<file path="src/rtl/arf_pkg.sv">
package arf_pkg;

	localparam int unsigned POS_W = 6;
	localparam int unsigned IP_W = 32;
	localparam int unsigned MAC_W = 48;
	localparam int unsigned CFG_IDX_W = 2;

	localparam logic [15:0] ETHERTYPE_ARP = 16'h0806;
	localparam logic [15:0] ARP_OP_REPLY = 16'h0002;

	localparam logic [POS_W-1:0] POS_ETYPE_HI = 6'd12;
	localparam logic [POS_W-1:0] POS_ETYPE_LO = 6'd13;
	localparam logic [POS_W-1:0] POS_OP_HI = 6'd20;
	localparam logic [POS_W-1:0] POS_OP_LO = 6'd21;
	localparam logic [POS_W-1:0] POS_SHA_FIRST = 6'd22;
	localparam logic [POS_W-1:0] POS_SHA_LAST = 6'd27;
	localparam logic [POS_W-1:0] POS_SPA_FIRST = 6'd28;
	localparam logic [POS_W-1:0] POS_SPA_LAST = 6'd31;
	localparam logic [POS_W-1:0] POS_TPA_FIRST = 6'd38;
	localparam logic [POS_W-1:0] POS_TPA_LAST = 6'd41;
	localparam logic [POS_W-1:0] FRAME_MIN = 6'd42;

	localparam logic [CFG_IDX_W-1:0] CFG_LOCAL_IP = 2'd0;
	localparam logic [CFG_IDX_W-1:0] CFG_SOUGHT_IP = 2'd1;

	typedef struct packed {
		logic check;
		logic [7:0] value;
	} byte_chk_t;

	function automatic logic [7:0] ip_byte(input logic [IP_W-1:0] ip, input logic [1:0] k);
		logic [IP_W-1:0] sh;
		sh = ip >> {~k, 3'b000};
		return sh[7:0];
	endfunction

	function automatic byte_chk_t expected_byte(
		input logic [POS_W-1:0] pos,
		input logic [IP_W-1:0] local_ip,
		input logic [IP_W-1:0] sought_ip
	);
		byte_chk_t r;
		logic [POS_W-1:0] tpa_off;
		tpa_off = pos - POS_TPA_FIRST;
		r.check = 1'b1;
		r.value = 8'd0;
		case (pos) inside
			POS_ETYPE_HI: r.value = ETHERTYPE_ARP[15:8];
			POS_ETYPE_LO: r.value = ETHERTYPE_ARP[7:0];
			POS_OP_HI: r.value = ARP_OP_REPLY[15:8];
			POS_OP_LO: r.value = ARP_OP_REPLY[7:0];
			[POS_SPA_FIRST:POS_SPA_LAST]: r.value = ip_byte(sought_ip, pos[1:0]);
			[POS_TPA_FIRST:POS_TPA_LAST]: r.value = ip_byte(local_ip, tpa_off[1:0]);
			default: r.check = 1'b0;
		endcase
		return r;
	endfunction

endpackage

</file>
<file path="src/rtl/arp_reply_filter.sv">
// channel | valid    | stall     | payload
// input   | in_valid | in_stall  | frame_byte, last_byte
// output  | out_valid| out_stall | matched, sender_mac
// config  | cfg_we   | -         | cfg_index, cfg_data
//
// one byte per cycle sustained while in_stall stays low; the result register loads from the input
// register once it holds the last byte and no held result blocks it
// a byte sits in the input register while it updates position, check flag and mac
// in_stall rises only when a last byte waits in the input register behind a held result
// reset clears position, mac, address registers and both valid flags, and sets the check flag
module arp_reply_filter import arf_pkg::*; (
	input  logic                 clk,
	input  logic                 arst_n,
	input  logic                 in_valid,
	output logic                 in_stall,
	input  logic [7:0]           frame_byte,
	input  logic                 last_byte,
	output logic                 out_valid,
	input  logic                 out_stall,
	output logic                 matched,
	output logic [MAC_W-1:0]     sender_mac,
	input  logic                 cfg_we,
	input  logic [CFG_IDX_W-1:0] cfg_index,
	input  logic [IP_W-1:0]      cfg_data
);

	logic [IP_W-1:0]  local_ip_q;
	logic [IP_W-1:0]  sought_ip_q;

	logic             valid_s1;
	logic [7:0]       byte_s1;
	logic             last_s1;

	logic [POS_W-1:0] pos_q;
	logic             ok_q;
	logic [MAC_W-1:0] mac_q;

	logic             out_valid_q;
	logic             matched_q;
	logic [MAC_W-1:0] mac_out_q;

	logic             advance;
	logic             step;
	byte_chk_t        chk;
	logic [POS_W-1:0] pos_nxt;
	logic             ok_nxt;
	logic [MAC_W-1:0] mac_nxt;
	logic             hit;

	// config decode
	always_ff @(posedge clk or negedge arst_n) begin
		if (!arst_n) begin
			local_ip_q  <= '0;
			sought_ip_q <= '0;
		end else if (cfg_we) begin
			unique case (cfg_index)
				CFG_LOCAL_IP:  local_ip_q  <= cfg_data;
				CFG_SOUGHT_IP: sought_ip_q <= cfg_data;
				default: ;
			endcase
		end
	end

	assign advance  = !(last_s1 && out_valid_q && out_stall);
	assign step     = valid_s1 && advance;
	assign in_stall = valid_s1 && !advance;

	always_ff @(posedge clk or negedge arst_n) begin
		if (!arst_n) begin
			valid_s1 <= 1'b0;
		end else if (!in_stall) begin
			valid_s1 <= in_valid;
		end
	end

	always_ff @(posedge clk) begin
		if (!in_stall && in_valid) begin
			byte_s1 <= frame_byte;
			last_s1 <= last_byte;
		end
	end

	always_comb begin
		chk     = expected_byte(pos_q, local_ip_q, sought_ip_q);
		pos_nxt = pos_q;
		ok_nxt  = ok_q;
		mac_nxt = mac_q;
		if (pos_q < FRAME_MIN) begin
			pos_nxt = pos_q + 6'd1;
			if (chk.check && chk.value != byte_s1) begin
				ok_nxt = 1'b0;
			end
			if (pos_q >= POS_SHA_FIRST && pos_q <= POS_SHA_LAST) begin
				mac_nxt = {mac_q[MAC_W-9:0], byte_s1};
			end
		end
		hit = ok_nxt && (pos_nxt >= FRAME_MIN);
	end

	// per-frame state
	always_ff @(posedge clk or negedge arst_n) begin
		if (!arst_n) begin
			pos_q <= '0;
			ok_q  <= 1'b1;
			mac_q <= '0;
		end else if (step) begin
			if (last_s1) begin
				pos_q <= '0;
				ok_q  <= 1'b1;
				mac_q <= '0;
			end else begin
				pos_q <= pos_nxt;
				ok_q  <= ok_nxt;
				mac_q <= mac_nxt;
			end
		end
	end

	// result register
	always_ff @(posedge clk or negedge arst_n) begin
		if (!arst_n) begin
			out_valid_q <= 1'b0;
		end else if (step && last_s1) begin
			out_valid_q <= 1'b1;
		end else if (!out_stall) begin
			out_valid_q <= 1'b0;
		end
	end

	always_ff @(posedge clk) begin
		if (step && last_s1) begin
			matched_q <= hit;
			mac_out_q <= hit ? mac_nxt : '0;
		end
	end

	assign out_valid  = out_valid_q;
	assign matched    = matched_q;
	assign sender_mac = mac_out_q;

endmodule

</file>
<file path="config.mk">
export PLATFORM = sky130hd
export DESIGN_NAME = arp_reply_filter
export DESIGN_NICKNAME = d
export VERILOG_FILES = /design/src/rtl/arf_pkg.sv /design/src/rtl/arp_reply_filter.sv
export SDC_FILE = /design/constraint.sdc
export NUM_CORES = 1
export LEC_CHECK = 0
export ABC_AREA = 0
export BUFFER_PORTS_ARGS = -buffer_cell sky130_fd_sc_hd__buf_2
export CAP_MARGIN = 20
export CORE_MARGIN = 2
export CORE_UTILIZATION = 50
export CTS_CLUSTER_DIAMETER = 100
export DETAILED_ROUTE_END_ITERATION = 10
export PLACE_DENSITY = 0.8
export SYNTH_ARGS = -nofsm -noshare
export SYNTH_HDL_FRONTEND = slang
export SYNTH_SLANG_ARGS = --single-unit
export TNS_END_PERCENT = 5
</file>
<file path="constraint.sdc">
create_clock -name clk -period 7.07 [get_ports clk]
set_input_delay 0.707 -clock clk [delete_from_list [all_inputs] [get_ports clk]]
set_output_delay 0.707 -clock clk [all_outputs]
set_load 0.05 [all_outputs]
</file>
## After elaboration in Yosys (flattened, before gate mapping)

Cells that the tools add are included.

| word-level totals | value |
|---|---|
| flip-flop bits (word level) | 179 |
| bits in latches | 0 |
| RAM bits | 0 |
| ROM bits | 0 |
| memories kept | 0 |

| operators by class | value |
|---|---|
| add/sub/neg operators | 2 |
| $mul | 0 |
| div/mod/pow operators | 0 |
| $lt $le $gt $ge | 8 |
| eq/ne operators | 7 |
| shifts and indexed selects | 2 |
| muxes and demuxes | 22 |
| bitwise gates (word level) | 2 |
| reductions and logical operators | 16 |

Operator list:

| operator | number |
|---|---|
| 48-bit two-way mux | 3 |
| 32-bit by 5-bit >> shifter with 8-bit output | 2 |
| 8-bit two-way mux | 6 |
| 6-bit by 4-bit == test with 1-bit output, second input constant | 2 |
| 6-bit by 5-bit == test with 1-bit output, second input constant | 2 |
| 6-bit by 5-bit greater-or-equal comparator with 1-bit output, second input constant | 2 |
| 6-bit greater-or-equal comparator, second input constant | 2 |
| 6-bit by 5-bit <= comparator with 1-bit output, second input constant | 2 |
| 6-bit two-way mux | 2 |
| 1-bit logical AND | 11 |
| 1-bit two-way mux | 11 |
| 8-bit != test | 1 |
| 6-bit by 1-bit adder with 6-bit output, second input constant | 1 |
| 6-bit <= comparator, second input constant | 1 |
| 6-bit less-than comparator, second input constant | 1 |
| 2-bit NOT | 2 |
| 2-bit AND reduction | 2 |
| 2-bit by 1-bit == test with 1-bit output, second input constant | 1 |
| 1-bit logical NOT | 2 |
| 2-bit logical NOT | 1 |
| 2-bit by 1-bit != test with 1-bit output, second input constant | 1 |
| 2-bit subtractor, second input constant | 1 |

## Depth between registers and ports, before layout

| logic depth | value |
|---|---|
| depth after elaboration | 14 |
| gate-level depth with buffers | 13 |
| gate-level depth less buffers | 9 |

## Worst setup path before layout

No wires, ideal clock.

| timing | value |
|---|---|
| kind | register to register |
| start point | register pos_q[1] |
| end point | register matched_q (netlist: matched) (data pin) |
| setup time | 0.253 ns |
| data arrival time | 2.541 ns |
| data required time | 6.817 ns |
| path slack | 4.275 ns |
| stages on the path, launching flop included | 14 |
| period minus slack after synthesis | 2.795 ns |
| cells stage by stage | dfrtp_1 buf_2 buf_2 inv_1 ha_1 nor2_1 o22ai_1 a32oi_1 or2_2 o2111a_1 a41oi_2 buf_4 buf_6 inv_1 |

| on the way | value |
|---|---|
| longest elaborated chain between the ends | 14 |
| elaborated cells between the ends (all ways) | 36 |

Ends and longest elaborated chain:

| element | RTL line | text |
|---|---|---|
| start, declared | arp_reply_filter.sv:34 | `logic [POS_W-1:0] pos_q;` |
| start signal, assigned | arp_reply_filter.sv:112 | `pos_q <= pos_nxt;` |
| 2-bit subtractor | arf_pkg.sv:44 | `tpa_off = pos - POS_TPA_FIRST;` |
| 2-bit NOT | arf_pkg.sv:33 | `sh = ip >> {~k, 3'b000};` |
| 32-bit by 5-bit >> shifter with 8-bit output | arf_pkg.sv:33 |  |
| 8-bit two-way mux (6 in a row) | arf_pkg.sv:47 | `case (pos) inside` |
| 8-bit != test | arp_reply_filter.sv:90 | `if (chk.check && chk.value != byte_s1) begin` |
| 1-bit logical AND | arp_reply_filter.sv:90 |  |
| 1-bit two-way mux | arp_reply_filter.sv:90 |  |
| 1-bit two-way mux | arp_reply_filter.sv:88 | `if (pos_q < FRAME_MIN) begin` |
| 1-bit logical AND * | arp_reply_filter.sv:97 | `hit = ok_nxt && (pos_nxt >= FRAME_MIN);` |
| net hit | arp_reply_filter.sv:48 | `logic hit;` |
| end signal, assigned | arp_reply_filter.sv:132 | `matched_q <= hit;` |
| end, declared | arp_reply_filter.sv:39 | `logic matched_q;` |

The timed path passes the listed nets; every way through them passes the cells marked *.
A chain may end at the register's enable or synchronous reset.

## Worst setup path after layout

| timing | value |
|---|---|
| start point | register pos_q[1] |
| end point | register mac_out_q[24] (netlist: sender_mac[24]) (data pin) |

| on the way | value |
|---|---|
| longest elaborated chain between the ends | 14 |
| elaborated cells between the ends (all ways) | 41 |

Ends and longest elaborated chain:

| element | RTL line | text |
|---|---|---|
| 2-bit subtractor | arf_pkg.sv:44 |  |
| 2-bit NOT | arf_pkg.sv:33 |  |
| 32-bit by 5-bit >> shifter with 8-bit output | arf_pkg.sv:33 |  |
| 8-bit two-way mux (6 in a row) | arf_pkg.sv:47 |  |
| 8-bit != test | arp_reply_filter.sv:90 |  |
| 1-bit logical AND | arp_reply_filter.sv:90 |  |
| 1-bit two-way mux | arp_reply_filter.sv:90 |  |
| 1-bit two-way mux | arp_reply_filter.sv:88 |  |
| 1-bit logical AND | arp_reply_filter.sv:97 |  |
| end signal, assigned | arp_reply_filter.sv:133 | `mac_out_q <= hit ? mac_nxt : '0;` |
| end, declared | arp_reply_filter.sv:40 | `logic [MAC_W-1:0] mac_out_q;` |

Parallel ways exist; a longest one is shown, timed or not.

==> flow_metrics.py <==
metrics = {
    "status": {
        "status": "finished clean",
    },
    "worst_setup_path": {
        "crit_arrival_ns": 3.69,
        "required_ns": 7.22,
        "cp-start-kind": "flop",
        "critical_path_class": "reg -> reg",
        "cp_max_fo": 49,
        "cp-end-kind": "flop",
    },
    "yosys": {
        "synthTopCellsByArea": "dfrtp_1 (36%), edfxtp_1 (21%), mux2_2 (8.7%), nand2_1 (6.7%), mux4_2 (4.3%)",
        "synth.top_cell.area_share_pct": 36.2,
        "syn_area_sq_um": 8290,
        "yosysMostFrequentCell": "nand2_1",
        "ys_ff_latch": 179,
        "synth.avg_cell_area_sq_um": 11.5,
        "synth_nets": 774,
        "synth_top_cell_by_area": "dfrtp_1",
        "yosysSeqAreaShare_pct": 57.6,
        "synthTopCellsByCount": "nand2_1 (149), dfrtp_1 (120), mux2_2 (64)",
        "netlist_instances": 722,
        "ys_async_sr_fraction_pct": 67.6,
        "ys_warn_count": 0,
        "ys_types": 54,
        "ys.flop_type": "dfrtp_1",
        "synth_edf_count": 58,
    },
    "job": {
        "cap_violations": 0,
    },
    "floorplanning": {
        "rows": 47,
        "ios": 99,
        "dieArea_sq_um": 17600,
        "dieWidth_microns": 133,
        "start_util_pct": 50.5,
        "fp.dieH_microns": 133,
        "core_sq_um": 16400,
    },
    "sta": {
        "worst_hold_slack_ns": 0.278,
        "finClkSkew_ns": 0.0123,
        "setup_viol": 0,
        "rsz0062_at_grt": "false",
        "fmax_mhz": 282,
        "period_share_pct": 50.2,
        "min_period_ns": 3.55,
        "worst_pin_slew_ns": 0.955,
        "max_slew_margin_pct": 36.4,
        "slew_viol_final": 0,
        "final.setup.worst_slack_ns": 3.52,
        "setup_tns_ns": 0,
        "finalHoldViolCount": 0,
    },
    "route": {
        "wl_per_cell_microns": 17.5,
        "ant_nets": 0,
        "avgViaCountPerCell": 5.70,
        "wl_microns": 18200,
        "dr_total_vias": 5898,
        "drc": 0,
        "firstDrtPassIters": 5,
        "first_iter_violations": 455,
    },
    "power_and_ir_drop": {
        "p_leak_nw": 3.85,
        "cellPowerDensity_nw_per_um2": 290,
        "finalPower_mw": 2.77,
        "peakVddDrop_v": 0.000205,
    },
    "final_layout": {
        "area.growth.synth_to_final_pct": 15.4,
        "finalNonFillerCells": 1035,
        "final_cell_area_sq_um": 9570,
        "ff_latch_area_sq_um": 4770,
        "fin_util_pct": 58.3,
        "layout-drive-gt1-share_pct": 29.1,
        "multi_input_area_sq_um": 3300,
        "fill_cells": 1288,
        "nets": 853,
    },
    "placement": {
        "gp_congestion": 0.866,
        "dp_hpwl_microns": 11400,
        "preCtsSetupSlack_ns": 3.61,
        "dp.cells": 1002,
        "io_buffers": 98,
        "postPlaceCellArea_sq_um": 8950,
    },
    "grt": {
        "gr-usage-met1_pct": 29.4,
        "grtUsageMet3_pct": 5.13,
        "grt_pass1_vias": 5798,
        "grt_overflow_total": 0,
        "antenna_found_initial": 1,
        "grt_pass1_wl_microns": 29900,
        "grtUsageTotal_pct": 21.6,
        "use_met2_pct": 34.4,
        "grt_max_degree": 79,
        "top_usage_layer": "met2",
    },
    "clocking": {
        "cts_sinks": 179,
        "post_cts.repair.setup_buffers": 0,
        "htree_num_levels": 4,
        "cts_hold_buf": 0,
        "clk_path_buf_depth": 2,
        "clkSlewWorstSetupHoldPaths_ns": 0.06,
        "cts_resized": 0,
        "cts_root_buf": "clkbuf_16",
        "cts_buffers": 17,
        "cts_tree": "built",
        "clk_latency_ns": 0.44,
    },
    "min_path": {
        "hp-class": "in -> async",
    },
}
power by group:
part / leakage, nW / switching [mW] / total (mW) / internal, mW
clock network: 0.312 / 0.394 / 0.962 / 0.567
logic: 1.47 / 0.251 / 0.461 / 0.210
registers: 2.07 / 0.125 / 1.35 / 1.22
flip-flops by register name, indices dropped and copies added, names as in the netlist:
| register | count |
|---|---|
| ok_q | 1 |
| byte_s1 | 8 |
| sender_mac | 48 |
| matched | 1 |
| sought_ip_q | 32 |
| local_ip_q | 32 |
| pos_q | 6 |
| out_valid | 1 |
| last_s1 | 1 |
| valid_s1 | 1 |
| mac_q | 48 |
cells by family after synthesis:
kind of cell               synth area share (%)
AOI/OAI and AO/OA                          14.6
xor gates and xnor gates                  0.634
and+or+nand+nor                            10.5
buffers and inverters                      3.05
DFF                                        57.6
muxes                                      13.0
adders and majority gates                 0.604
worst paths after layout:
| check | start | endpoint | slack (ns) | cells past startpoint |
|---|---|---|---|---|
| worst max register to register | pos_q[1]$_DFFE_PN0P_ | sender_mac[24]$_SDFFCE_PN0P_ | 3.52 | 10 |
| max in group asynchronous | arst_n | local_ip_q[12]$_DFFE_PN0P_ | 5.39 | 2 |
| min in group clk | frame_byte[1] | byte_s1[1]$_DFFE_PP_ | 0.45 | 1 |
| worst min register to register | mac_q[44]$_DFFE_PN0P_ | mac_q[44]$_DFFE_PN0P_ | 0.48 | 2 |
| worst max-delay path | pos_q[1]$_DFFE_PN0P_ | sender_mac[24]$_SDFFCE_PN0P_ | 3.52 | 10 |
| worst min-delay path | arst_n | mac_q[33]$_DFFE_PN0P_ | 0.28 | 1 |
layout by cell type, fill, tap and decap left out, types with 7 or more instances in the layout:
| cell | n |
|---|---|
| edfxtp_1 | 58 |
| a21oi_2 | 9 |
| dfrtp_1 | 120 |
| o21ai_0 | 58 |
| buf_2 | 97 |
| nor2_1 | 11 |
| a21oi_1 | 47 |
| a31oi_1 | 8 |
| buf_4 | 11 |
| clkbuf_16 | 20 |
| mux4_2 | 16 |
| a21boi_0 | 42 |
| nand3_1 | 7 |
| nand2_1 | 149 |
| inv_1 | 10 |
| mux2_2 | 64 |
cell type report:
cell class                      count  area share, %
Antenna cell                        1         0.0262
Clock buffer                       22           5.52
Clock inverter                     10          0.916
Tap cell                          220           2.88
Multi-Input combinational cell    485           34.5
Inverter                           10          0.392
Sequential cell                   179           49.9
Timing Repair Buffer              108           5.94
worst max-delay path, cell delays in order, from the launching register on:
cell and delay (ns):
dfrtp_1 0.97, inv_1 0.22, ha_1 0.29, nor2_1 0.15, o22a_1 0.25, nor4b_1 0.08
a2111oi_0 0.30, a31oi_1 0.15, a41oi_4 0.19, buf_4 0.51, a21oi_1 0.11
per-layer routing:
metal / routed length [microns] / part of all wire, %
met1: 7870 / 43
met2: 8890 / 49
met3: 1100 / 6.0
met4: 307 / 1.7
met5: 0 / 0
No activity file was read; power rests on OpenSTA's default activity.
